==> src/rtl/stt_pkg.sv <==
// Shared constants, item types and microcode encodings for the sorted time table.
package stt_pkg;

	localparam int TABLE_DEPTH = 1024;
	localparam int IDX_W       = $clog2(TABLE_DEPTH);
	localparam int CNT_W       = IDX_W + 1;
	localparam int TIME_W      = 32;
	localparam int STEP_W      = 4;

	// action codes
	localparam logic [1:0] ACT_APPEND = 2'd0;
	localparam logic [1:0] ACT_LOOKUP = 2'd1;
	localparam logic [1:0] ACT_CLEAR  = 2'd2;

	// status codes
	localparam logic [1:0] ST_OK    = 2'd0;
	localparam logic [1:0] ST_EMPTY = 2'd1;
	localparam logic [1:0] ST_FULL  = 2'd2;

	// datapath operations
	localparam logic [3:0] OP_NOP     = 4'd0;
	localparam logic [3:0] OP_ACCEPT  = 4'd1;
	localparam logic [3:0] OP_RD0     = 4'd2;
	localparam logic [3:0] OP_RD1     = 4'd3;
	localparam logic [3:0] OP_DIR     = 4'd4;
	localparam logic [3:0] OP_PROBE   = 4'd5;
	localparam logic [3:0] OP_STEP    = 4'd6;
	localparam logic [3:0] OP_BRACKET = 4'd7;
	localparam logic [3:0] OP_RDHI    = 4'd8;
	localparam logic [3:0] OP_NEAR    = 4'd9;
	localparam logic [3:0] OP_SMALL   = 4'd10;
	localparam logic [3:0] OP_MODIFY  = 4'd11;
	localparam logic [3:0] OP_EMIT    = 4'd12;

	// jump conditions
	localparam logic [2:0] C_NEVER      = 3'd0;
	localparam logic [2:0] C_ALWAYS     = 3'd1;
	localparam logic [2:0] C_NO_INPUT   = 3'd2;
	localparam logic [2:0] C_NOT_LOOKUP = 3'd3;
	localparam logic [2:0] C_N_LE1      = 3'd4;
	localparam logic [2:0] C_SPAN_ZERO  = 3'd5;
	localparam logic [2:0] C_OUT_FREE   = 3'd6;

	typedef struct packed {
		logic [1:0]               action;
		logic signed [TIME_W-1:0] time_value;
	} stt_in_t;

	typedef struct packed {
		logic [IDX_W-1:0] lower_index;
		logic [IDX_W-1:0] upper_index;
		logic [IDX_W-1:0] nearest_index;
		logic [CNT_W-1:0] entry_count;
		logic [1:0]       status;
	} stt_out_t;

	typedef struct packed {
		logic [3:0]        op;
		logic [2:0]        cond;
		logic [STEP_W-1:0] target;
	} stt_uword_t;

	typedef struct packed {
		logic in_valid;
		logic not_lookup;
		logic n_le1;
		logic span_zero;
		logic out_free;
	} stt_flags_t;

endpackage

==> src/rtl/stt_useq.sv <==
// Microcode sequencer: step counter, control store and conditional jumps.
module stt_useq (
	input  logic                   clk,
	input  logic                   arst_n,
	input  stt_pkg::stt_flags_t    flags,
	output stt_pkg::stt_uword_t    uword
);
	import stt_pkg::*;

	localparam logic [STEP_W-1:0] S_WAIT    = 4'd0;
	localparam logic [STEP_W-1:0] S_DECODE  = 4'd1;
	localparam logic [STEP_W-1:0] S_SIZE    = 4'd2;
	localparam logic [STEP_W-1:0] S_RD0     = 4'd3;
	localparam logic [STEP_W-1:0] S_RD1     = 4'd4;
	localparam logic [STEP_W-1:0] S_DIR     = 4'd5;
	localparam logic [STEP_W-1:0] S_PROBE   = 4'd6;
	localparam logic [STEP_W-1:0] S_STEP    = 4'd7;
	localparam logic [STEP_W-1:0] S_BRACKET = 4'd8;
	localparam logic [STEP_W-1:0] S_RDHI    = 4'd9;
	localparam logic [STEP_W-1:0] S_NEAR    = 4'd10;
	localparam logic [STEP_W-1:0] S_SMALL   = 4'd11;
	localparam logic [STEP_W-1:0] S_MODIFY  = 4'd12;
	localparam logic [STEP_W-1:0] S_EMIT    = 4'd13;
	localparam logic [STEP_W-1:0] S_HOLD    = 4'd14;

	// jump to target when the condition holds, else fall through
	function automatic stt_uword_t ucode_rom(input logic [STEP_W-1:0] addr);
		stt_uword_t w;
		w = '{op: OP_NOP, cond: C_ALWAYS, target: S_WAIT};
		case (addr)
			S_WAIT:    w = '{op: OP_ACCEPT,  cond: C_NO_INPUT,   target: S_WAIT};
			S_DECODE:  w = '{op: OP_NOP,     cond: C_NOT_LOOKUP, target: S_MODIFY};
			S_SIZE:    w = '{op: OP_NOP,     cond: C_N_LE1,      target: S_SMALL};
			S_RD0:     w = '{op: OP_RD0,     cond: C_NEVER,      target: S_WAIT};
			S_RD1:     w = '{op: OP_RD1,     cond: C_NEVER,      target: S_WAIT};
			S_DIR:     w = '{op: OP_DIR,     cond: C_NEVER,      target: S_WAIT};
			S_PROBE:   w = '{op: OP_PROBE,   cond: C_SPAN_ZERO,  target: S_BRACKET};
			S_STEP:    w = '{op: OP_STEP,    cond: C_ALWAYS,     target: S_PROBE};
			S_BRACKET: w = '{op: OP_BRACKET, cond: C_NEVER,      target: S_WAIT};
			S_RDHI:    w = '{op: OP_RDHI,    cond: C_NEVER,      target: S_WAIT};
			S_NEAR:    w = '{op: OP_NEAR,    cond: C_ALWAYS,     target: S_EMIT};
			S_SMALL:   w = '{op: OP_SMALL,   cond: C_ALWAYS,     target: S_EMIT};
			S_MODIFY:  w = '{op: OP_MODIFY,  cond: C_NEVER,      target: S_WAIT};
			S_EMIT:    w = '{op: OP_EMIT,    cond: C_OUT_FREE,   target: S_WAIT};
			S_HOLD:    w = '{op: OP_NOP,     cond: C_ALWAYS,     target: S_EMIT};
			default:   w = '{op: OP_NOP,     cond: C_ALWAYS,     target: S_WAIT};
		endcase
		return w;
	endfunction

	logic [STEP_W-1:0] step_q;
	logic              taken;

	assign uword = ucode_rom(step_q);

	always_comb begin
		case (uword.cond)
			C_NEVER:      taken = 1'b0;
			C_ALWAYS:     taken = 1'b1;
			C_NO_INPUT:   taken = !flags.in_valid;
			C_NOT_LOOKUP: taken = flags.not_lookup;
			C_N_LE1:      taken = flags.n_le1;
			C_SPAN_ZERO:  taken = flags.span_zero;
			C_OUT_FREE:   taken = flags.out_free;
			default:      taken = 1'b1;
		endcase
	end

	always_ff @(posedge clk or negedge arst_n) begin
		if (!arst_n) begin
			step_q <= S_WAIT;
		end else if (taken) begin
			step_q <= uword.target;
		end else begin
			step_q <= step_q + 1'b1;
		end
	end

endmodule

==> config.mk <==
export PLATFORM = sky130hd
export DESIGN_NAME = stt_useq
export DESIGN_NICKNAME = d
export VERILOG_FILES = /design/src/rtl/stt_pkg.sv /design/src/rtl/stt_useq.sv
export SDC_FILE = /design/constraint.sdc
export NUM_CORES = 1
export LEC_CHECK = 0
export BUFFER_PORTS_ARGS = -buffer_cell sky130_fd_sc_hd__clkbuf_2
export CORE_UTILIZATION = 35
export DETAILED_ROUTE_END_ITERATION = 10
export PLACE_DENSITY = 0.61
export SYNTH_ARGS = -nofsm -noshare
export SYNTH_HDL_FRONTEND = slang
export SYNTH_SLANG_ARGS = --single-unit
==> constraint.sdc <==
create_clock -name clk -period 2.9 [get_ports clk]
set_input_delay 0.29 -clock clk [delete_from_list [all_inputs] [get_ports clk]]
set_output_delay 0.29 -clock clk [all_outputs]
set_load 0.01 [all_outputs]
==> out/results.ini, run 1 <==
[run_status]
outcome = complete, but fails checks
violations = design-rule violations

[cells_and_area]
nNetsFinal = 108
regMostFlops = step_q
area_growth_pct = 21.5
final_core_util_pct = 46.8
layout.cells.non_filler = 110
stdcell_area_um2 = 729
n_fill_cell = 158
largest_reg_flops = 4
drive_gt1_share_pct = 27.7
top_regs = step_q: 4 flops
insertedDiodeCount = 0

[timing]
setup_ws_ns = 0.430
fin_skew_ns = 0.00520
worst_slew_pin_slew_ns = 0.690
finalSetupTns_ns = 0
hold_viol = 0
setup-violations-final = 0
max_freq_mhz = 405
slew_violations = 0
fin_crit_sh_pct = 85.2
rsz0062_at_grt = false
slew_headroom_pct = 54.0
post-route-min-period_ns = 2.47
whs_ns = 0.389

[power_and_ir_drop]
irDropWorstVdd_mv = 0.567
total_power_mw = 1.00
p_leak_nw = 0.352
power_density_mw_per_mm2 = 1370

[synthesis]
synth_cell_types = 35
synth.avg_cell_area_um2 = 7.80
synth_cells = 77
synth_area_um2 = 601
synth-seq-area-share_pct = 16.7
yosysWarnings = 0
ys_seq_elements = 4
synth_nets = 89

[clock_tree]
cts_max_level = 1
post_cts_buffers = 0
cts.sinks = 4
root_buffer = clkbuf_4
clkTransAtPathRegs_ns = 0.04
cts_resized = 0
cts_hold_buf = 1
clk_latency_ns = 0.24
tritoncts = done
clockBufferDepth = 2
cts_buffers = 3

[setup_path]
path_max_fanout = 11
cp-end-kind = flip-flop
worstSetupPathType = reg2reg
cp_cell_sequence = inv_1 > ha_1 > a21bo_2 > a222oi_1 > a22oi_1 > a211oi_2 > mux2_1
cp_data_required_time_ns = 3.02
arrival_ns = 2.59
slowest_delay_ns = 0.52
crit_slowest_cell = dfrtp_1
start_kind = flip-flop

[routing]
dr.pass1.iters = 9
dr.first_iter.drc_count = 20
vias = 595
drc_errors = 4
antenna_left = 0
routedWlPerCell_um = 13.1
drt_wl_total_um = 1440
vias_per_cell = 5.41

[placed_design]
detailedPlace.worstSlack_ns = 0.420
placed_area_um2 = 697
dp_cells = 106
dp_hpwl_um = 1070
routabilityCongestion = 0.798
port_buffers = 17

[floorplan]
core_mm2 = 0.00156
pin_count = 18
start_util_pct = 38.5
die_y_um = 43.4
die-area_mm2 = 0.00189
rows = 14
die-width_um = 43.4

[run]
max_cap_viol_count = 0

[grt]
antenna_found_initial = 0
grt_use_total_pct = 16.8
grt_start_max_net_pins = 24
grt-ovfl-total = 0
grt_pass1_vias = 520
grt_pass1_wl_um = 2330

[min_path]
worstHoldPathType = in2async

[synth_stat cells (all sizes together)]
library cell | n | area [um^2]
a311oi | 1 | 8.76
mux4 | 1 | 22.5
nor2 | 7 | 26.3
and4b | 1 | 10.0
a21bo | 1 | 10.0
clkbuf | 4 | 15.0
dfrtp | 4 | 100
xor2 | 1 | 8.76
and3b | 1 | 8.76
nand2 | 5 | 18.8
o31ai | 1 | 7.51
nand3 | 4 | 20.0
o21bai | 1 | 7.51
a21boi | 1 | 7.51
nor3 | 1 | 5.00
a22o | 1 | 8.76
nor2b | 4 | 25.0
a222oi | 1 | 10.0
a22oi | 1 | 7.51
a21oi | 3 | 15.0
o21a | 1 | 7.51
inv | 3 | 11.3
buf | 2 | 8.75
o21ai | 9 | 45.0
mux2i | 1 | 10.0
o22ai | 1 | 6.26
mux2 | 5 | 60.1
ha | 5 | 62.6
nand2b | 3 | 18.8
a31oi | 1 | 6.26
a211oi | 1 | 12.5
xnor2 | 1 | 8.76
[power breakdown]
group          switching [mW]  leakage (nW)  total, mW  internal, mW
logic                   0.410         0.288      0.767         0.358
registers              0.0754        0.0495      0.162        0.0865
clock network          0.0246        0.0138     0.0710        0.0464
total                   0.510         0.352       1.00         0.491
[critical path: cells and delay by family (launching register included)]
| kind | cells | cell delay (ns) |
|---|---|---|
| adder cells (fa/ha/maj) | 1 | 0.31 |
| flip-flops | 1 | 0.52 |
| buffers and inverters | 1 | 0.18 |
| multiplexers | 1 | 0.37 |
| AO/OA/AOI/OAI | 4 | 0.96 |
[cells in the final DEF, fill, tap and decap left out, types with 2 or more instances in the layout]
| cell | count |
|---|---|
| clkbuf_2 | 17 |
| nor2_1 | 7 |
| nand2_1 | 5 |
| o21ai_0 | 5 |
| ha_1 | 5 |
| nor2b_1 | 4 |
| nand3_1 | 4 |
| o21ai_1 | 4 |
| mux2_1 | 4 |
| dfrtp_1 | 4 |
| inv_1 | 3 |
| nand2b_1 | 3 |
| a21oi_1 | 3 |
| clkbuf_4 | 3 |
| buf_4 | 2 |
[area by class of cell]
type | instances | area (um^2) | area share (%)
Clock buffer | 3 | 22.5 | 3.09
Tap cell | 16 | 20.0 | 2.74
Sequential cell | 4 | 100 | 13.7
Inverter | 3 | 11.3 | 1.54
Timing Repair Buffer | 20 | 110 | 15.1
Multi-Input combinational cell | 64 | 465 | 63.8
[per-layer routing]
metal | part of all wire, % | GRT usage [%] | vias to the layer above
met5 | 0 | 0 | -
met4 | 2.3 | 11.3 | 0
met3 | 4.5 | 2.50 | 4
met2 | 44 | 24.8 | 17
met1 | 49 | 22.7 | 260
li1 | - | - | 314
[worst paths after layout]
check | slack (ns) | cells after the start | start | endpoint
worst max register to register | 0.43 | 7 | step_q[1] | step_q[0]
min in group clk | 0.67 | 5 | flags[3] | step_q[1]
worst min register to register | 0.76 | 2 | step_q[0] | step_q[0]
max in group asynchronous | 2.38 | 2 | arst_n | step_q[2]
worst min-delay path | 0.39 | 2 | arst_n | step_q[0]
worst max-delay path | 0.43 | 7 | step_q[1] | step_q[0]
[cells by family (layout without fill, tap and decap cells)]
| kind of cell | Yosys count | in the layout | share of synthesized area (%) |
|---|---|---|---|
| XOR/XNOR | 2 | 2 | 2.92 |
| AND/OR/NAND/NOR | 26 | 26 | 22.1 |
| buffers and inverters | 9 | 26 | 5.83 |
| adder cells (fa/ha/maj) | 5 | 5 | 10.4 |
| multiplexers | 7 | 7 | 15.4 |
| AO/OA/AOI/OAI | 24 | 24 | 26.7 |
| flip-flops | 4 | 4 | 16.7 |
No activity file was read; power rests on OpenSTA's default activity.
==> run 2, diff against run 1 <==
--- a/config.mk
+++ b/config.mk
@@ -8,7 +8,8 @@
 export BUFFER_PORTS_ARGS = -buffer_cell sky130_fd_sc_hd__clkbuf_2
 export CORE_UTILIZATION = 35
 export DETAILED_ROUTE_END_ITERATION = 10
-export PLACE_DENSITY = 0.61
+export PLACE_DENSITY = 0.65
+export REMOVE_ABC_BUFFERS = 1
 export SYNTH_ARGS = -nofsm -noshare
 export SYNTH_HDL_FRONTEND = slang
 export SYNTH_SLANG_ARGS = --single-unit
==> run 2 against run 1 <==
- the run now ends clean
- first-iteration DRC count rose by 65%
- critical path type unchanged
- combinational power rose by 5.6%
- hold slack improved by 0.0011 ns
- sequential power fell by 21%
- via count rose by 4.2%
- setup slack improved by 0.18 ns
- clock skew fell by 0.0021 ns
- maximum frequency rose by 7.7%
- register-to-register slack improved by 0.18 ns
- final cell count rose by 0.91%
==> out/results.ini, run 2 (synthesis gave the netlist of run 1 again) <==
[power_and_ir_drop]
switchingPower_mw = 0.509
swShare_pct = 50.5
pwr-share-clk_pct = 6.8
p_leak_nw = 0.357
pwr-share-comb_pct = 80.4
power_density_mw_per_mm2 = 1370
intPower_mw = 0.498
p_seq_share_pct = 12.8
irDropWorstVdd_mv = 0.629

[floorplan]
pin_count = 18
die-area_mm2 = 0.00189
rows = 14
core_mm2 = 0.00156
die-width_um = 43.4
die_y_um = 43.4
start_util_pct = 38.5

[cells_and_area]
drive_gt1_share_pct = 28.4
nNetsFinal = 109
top_regs = step_q: 4 flops
regMostFlops = step_q
area_growth_pct = 22.7
largest_reg_flops = 4
final_core_util_pct = 47.3
insertedDiodeCount = 0
final_common_cell = clkbuf_2
n_fill_cell = 158
final_cell_mix = clkbuf_2 (17), nor2_1 (7), nand2_1 (5), o21ai_0 (5), ha_1 (5)

[timing]
fin_crit_sh_pct = 79.1
whs_ns = 0.390
finalSetupTns_ns = 0
post-route-min-period_ns = 2.29
fin_skew_ns = 0.00315
max_freq_mhz = 436
hold_viol = 0
setup_ws_ns = 0.606
worst_slew_pin_slew_ns = 0.375
slew_headroom_pct = 75.0
rsz0062_at_grt = false
setup-violations-final = 0
slew_violations = 0

[placed_design]
port_buffers = 17
routabilityCongestion = 0.824
dp_hpwl_um = 1050
detailedPlace.worstSlack_ns = 0.618

[clock_tree]
cts_max_level = 1
cts_hold_buf = 1
cts_resized = 0
tritoncts = done
clk_latency_ns = 0.23
post_cts_buffers = 0
clkTransAtPathRegs_ns = 0.04
root_buffer = clkbuf_4
cts.sinks = 4
cts_buffers = 3
clockBufferDepth = 2

[setup_path]
start_kind = flip-flop
reg2reg_slack_ns = 0.61
rr_endpoint = step_q[3]
r2r_cells = 7
cp-end-kind = flip-flop
cp_data_required_time_ns = 3.01
arrival_ns = 2.40
r2r-start = step_q[1]
worstSetupPathType = reg2reg
path_max_fanout = 13

[min_path]
worstHoldPathType = in2async

[grt]
grt_start_max_net_pins = 23
grt_pass1_vias = 521
antenna_found_initial = 0
grt_use_total_pct = 15.4
grt_pass1_wl_um = 2200
grt-ovfl-total = 0

[routing]
vias = 620
drt_wl_total_um = 1420
vias_per_cell = 5.59
drc_errors = 0
antenna_left = 0
dr.first_iter.drc_count = 33
dr.pass1.iters = 4
routedWlPerCell_um = 12.8

[run_status]
outcome = completed

[run]
max_cap_viol_count = 0

## run 2: cell types whose count changed in the layout (fill, tap and decap cells not counted), sizes merged
cell	before	now
buf	2	3
## run 2: metrics by stage
step / total power, mW / std cells / cell area (um^2)
finish: 1.01 / 111 / 737
global route: 1.10 / 111 / 737
CTS: 1.01 / 111 / 737
detailed placement: 0.939 / 107 / 704
global placement: 0.932 / 107 / 704
floorplan: 0.690 / 71 / 577
## run 2: area by class of cell
class | count | area (um^2) | area share, %
repair buffers | 21 | 118 | 16.0
flip-flops and latches | 4 | 100 | 13.6
clock buffers | 3 | 22.5 | 3.06
inverters | 3 | 11.3 | 1.53
well taps | 16 | 20.0 | 2.72
multi-input cells | 64 | 465 | 63.2
## run 2: layer usage
layer	global-route usage (%)	vias to the layer above	wire, um	share of wire [%]
met2	22.4	25	617	43
met3	3.75	0	85	6.0
met5	0	-	0	0
met1	22.7	282	722	51
met4	3.75	0	0	0
li1	-	313	-	-
## run 2: worst max-delay path: stages (launching register included)
cell	delay (ns)
dfrtp_1	0.40
buf_4	0.20
ha_1	0.28
nor2b_1	0.23
a31oi_1	0.19
o22ai_1	0.11
a211oi_2	0.38
mux2_1	0.37
## run 2: worst max path at each step
stage               from   endpoint  slack [ns]  cells after the start
3_3_place_gp   step_q[0]  step_q[2]        0.63                      7
2_1_floorplan  step_q[1]  step_q[0]        0.54                      7
3_5_place_dp   step_q[1]  step_q[3]        0.62                      7
5_1_grt        step_q[0]  step_q[0]        0.49                      7
4_1_cts        step_q[1]  step_q[3]        0.61                      7
6_report       step_q[1]  step_q[3]        0.61                      7
## run 2: power groups by stage
stage / Sequential (mW) / Clock [mW] / Combinational (mW)
2_1_floorplan: 0.176 / 0 / 0.513
3_3_place_gp: 0.126 / 0 / 0.806
3_5_place_dp: 0.127 / 0 / 0.811
4_1_cts: 0.127 / 0.0698 / 0.815
5_1_grt: 0.130 / 0.0726 / 0.899
6_report: 0.128 / 0.0684 / 0.810
==> run 3, diff against run 2 <==
--- a/config.mk
+++ b/config.mk
@@ -5,10 +5,11 @@
 export SDC_FILE = /design/constraint.sdc
 export NUM_CORES = 1
 export LEC_CHECK = 0
+export ABC_AREA = 1
 export BUFFER_PORTS_ARGS = -buffer_cell sky130_fd_sc_hd__clkbuf_2
 export CORE_UTILIZATION = 35
 export DETAILED_ROUTE_END_ITERATION = 10
-export PLACE_DENSITY = 0.65
+export PLACE_DENSITY = 0.64
 export REMOVE_ABC_BUFFERS = 1
 export SYNTH_ARGS = -nofsm -noshare
 export SYNTH_HDL_FRONTEND = slang
==> constraint.sdc (replaced) <==
create_clock -name clk -period 2.19 [get_ports clk]
set_input_delay 0.219 -clock clk [delete_from_list [all_inputs] [get_ports clk]]
set_output_delay 0.219 -clock clk [all_outputs]
set_load 0.01 [all_outputs]
==> run 3 against run 2 <==
- hold slack worse by 0.059 ns
- via count is 3.7% higher
- power increased by 38%
- cell area is 3.2% higher
- area after synthesis rose by 6.5%
- non-clock buffer count down 3
- highest routed layer unchanged
- flip-flop and latch count stayed put
- sequential share of layout area decreased by 0.42 points
- critical endpoint is now uword[8]
- first-iteration DRC count fell by 55%
- combinational power rose by 32%
==> out/results.ini, run 3 <==
[synthesis]
synth_top_family_by_area = simple AND/OR/NAND/NOR gates
ys_async_sr_fraction_pct = 100
synth_compound_area_share_pct = 17.6
synth.avg_cell_area_um2 = 6.73
synth_area_leaders = nand2_1 (16%), dfrtp_1 (16%), ha_1 (9.8%), nand3_1 (9.4%), nand2_2 (6.8%)
synth_cells = 95
yosysWarnings = 0
ys_seq_elements = 4
synth.most_common_cell = nand2_1
synth_cell_types = 22
synthSimpleGateAreaFrac_pct = 42.1
synth_area_um2 = 639
synth-seq-area-share_pct = 15.7
synth_top_cell_by_area = nand2_1
synth_xor_area_share_pct = 2.74
synth_ff_type = dfrtp_1
synth_top_area_share_pct = 15.9
synth_common_cells = nand2_1 (27), nand3_1 (12), inv_1 (10), nand2_2 (7)
synth_mux_area_share_pct = 0
synth_edf_count = 0
synthAdderAreaFrac_pct = 9.78

[power_and_ir_drop]
swShare_pct = 58.3
power_density_mw_per_mm2 = 1830
p_leak_nw = 0.424
pwr-share-comb_pct = 77.1
p_seq_share_pct = 16.4
intPower_mw = 0.582
irDropWorstVdd_mv = 0.853
switchingPower_mw = 0.812
pwr-share-clk_pct = 6.5

[clock_tree]
root_buffer = clkbuf_4
clockBufferDepth = 2
clk_latency_ns = 0.23
cts_buffers = 3
cts_resized = 0
post_cts_buffers = 0
clkTransAtPathRegs_ns = 0.04
tritoncts = done
cts_max_level = 1
cts.sinks = 4
cts_hold_buf = 1

[timing]
setup-violations-final = 0
fin_skew_ns = 0.000822
slew_headroom_pct = 57.7
whs_ns = 0.331
hold_viol = 0
slew_violations = 0
fin_crit_sh_pct = 88.2
max_freq_mhz = 518
worst_slew_pin_slew_ns = 0.634
rsz0062_at_grt = false
post-route-min-period_ns = 1.93
finalSetupTns_ns = 0

[placed_design]
port_buffers = 17
placed_area_um2 = 728
routabilityCongestion = 0.773
dp_cells = 134
dp_hpwl_um = 1140

[run]
max_cap_viol_count = 0

[floorplan]
start_util_pct = 37.0
die-area_mm2 = 0.00200
die-width_um = 44.7
pin_count = 18
core_mm2 = 0.00173
die_y_um = 44.7
rows = 15

[cells_and_area]
area_growth_pct = 19.0
largest_reg_flops = 4
stdcell_area_um2 = 761
final_core_util_pct = 44.1
regMostFlops = step_q
layout.cells.non_filler = 138
top_regs = step_q: 4 flops
drive_gt1_share_pct = 32.7
n_fill_cell = 198
final_cell_mix = nand2_1 (27), clkbuf_2 (17), nand3_1 (12)
final_common_cell = nand2_1
insertedDiodeCount = 0
nNetsFinal = 127

[setup_path]
start_kind = flip-flop
crit_top_cell = inv_1
path_buf_inv = 3
cp-end-kind = output port
cp_data_required_time_ns = 1.97
crit_family = flip-flops
worstSetupPathType = reg2out
path_max_fanout = 7
arrival_ns = 1.71
crit_slowest_cell = dfrtp_1
cp_cell_sequence = inv_1 > ha_1 > inv_1 > o21ai_0 > o311ai_0 > clkbuf_2
slowest_delay_ns = 0.49

[grt]
grt-ovfl-total = 0
grt_pass1_wl_um = 2220
grt_use_total_pct = 14.9
grt_pass1_vias = 535
antenna_found_initial = 0
grt_start_max_net_pins = 18

[routing]
drt_wl_total_um = 1430
vias_per_cell = 4.66
drc_errors = 0
routedWlPerCell_um = 10.3
dr.first_iter.drc_count = 15
dr.pass1.iters = 6
antenna_left = 0
vias = 643

[run_status]
outcome = completed

[min_path]
worstHoldPathType = in2async

[run 3: changes by cell type after synthesis, moves of 3 or more]
cell and change:
nand2_2 +7, nand2_1 +22, inv_1 +7, nor2b_1 -4
nand3_1 +8, nand2b_1 -3, clkbuf_1 -4, nor2_1 -4
o21ai_1 -3, mux2_1 -4
[run 3: final timing paths]
path,from,endpoint,slack (ns),depth (start not counted)
max,step_q[1],uword[8],0.26,6
min,arst_n,step_q[0],0.33,2
max reg2reg,step_q[1],step_q[2],0.36,11
min reg2reg,step_q[0],step_q[0],0.74,3
max in group asynchronous,arst_n,step_q[2],1.73,2
min in group clk,flags[1],step_q[2],0.52,6
[run 3: layout make-up]
cell class	count	area (um^2)	area share, %
clock buffers	3	22.5	2.96
inverters	12	50.0	6.58
multi-input cells	76	462	60.7
flip-flops and latches	4	100	13.2
well taps	25	31.3	4.11
repair buffers	18	95.1	12.5
[run 3: routing by layer]
layer	routed length, um	vias up	part of all wire [%]	track usage [%]
met5	0	-	0	0
li1	-	344	-	-
met1	700	282	49	19.3
met3	53	0	3.7	1.20
met4	0	0	0	5.45
met2	671	17	47	25.9
[run 3: cell families (layout without fill, tap and decap cells)]
group,Yosys count,in the layout
fa+ha+maj,5,5
xor+xnor,2,2
compound gates,14,14
buf+inv,15,33
flops,4,4
simple gates,55,55
[run 3: power groups by stage]
| stage | registers [mW] | logic (mW) | clock network (mW) |
|---|---|---|---|
| global route | 0.236 | 1.21 | 0.100 |
| global placement | 0.225 | 1.08 | 0 |
| floorplan | 0.203 | 0.817 | 0 |
| detailed placement | 0.228 | 1.08 | 0 |
| finish | 0.229 | 1.07 | 0.0900 |
| CTS | 0.227 | 1.09 | 0.0949 |
[run 3: through the flow]
stage / setup slack, ns / total power, mW
2_1_floorplan: 0.543 / 1.02
3_3_place_gp: 0.419 / 1.30
3_5_place_dp: 0.350 / 1.31
4_1_cts: 0.251 / 1.41
5_1_grt: 0.0746 / 1.55
6_report: 0.258 / 1.39
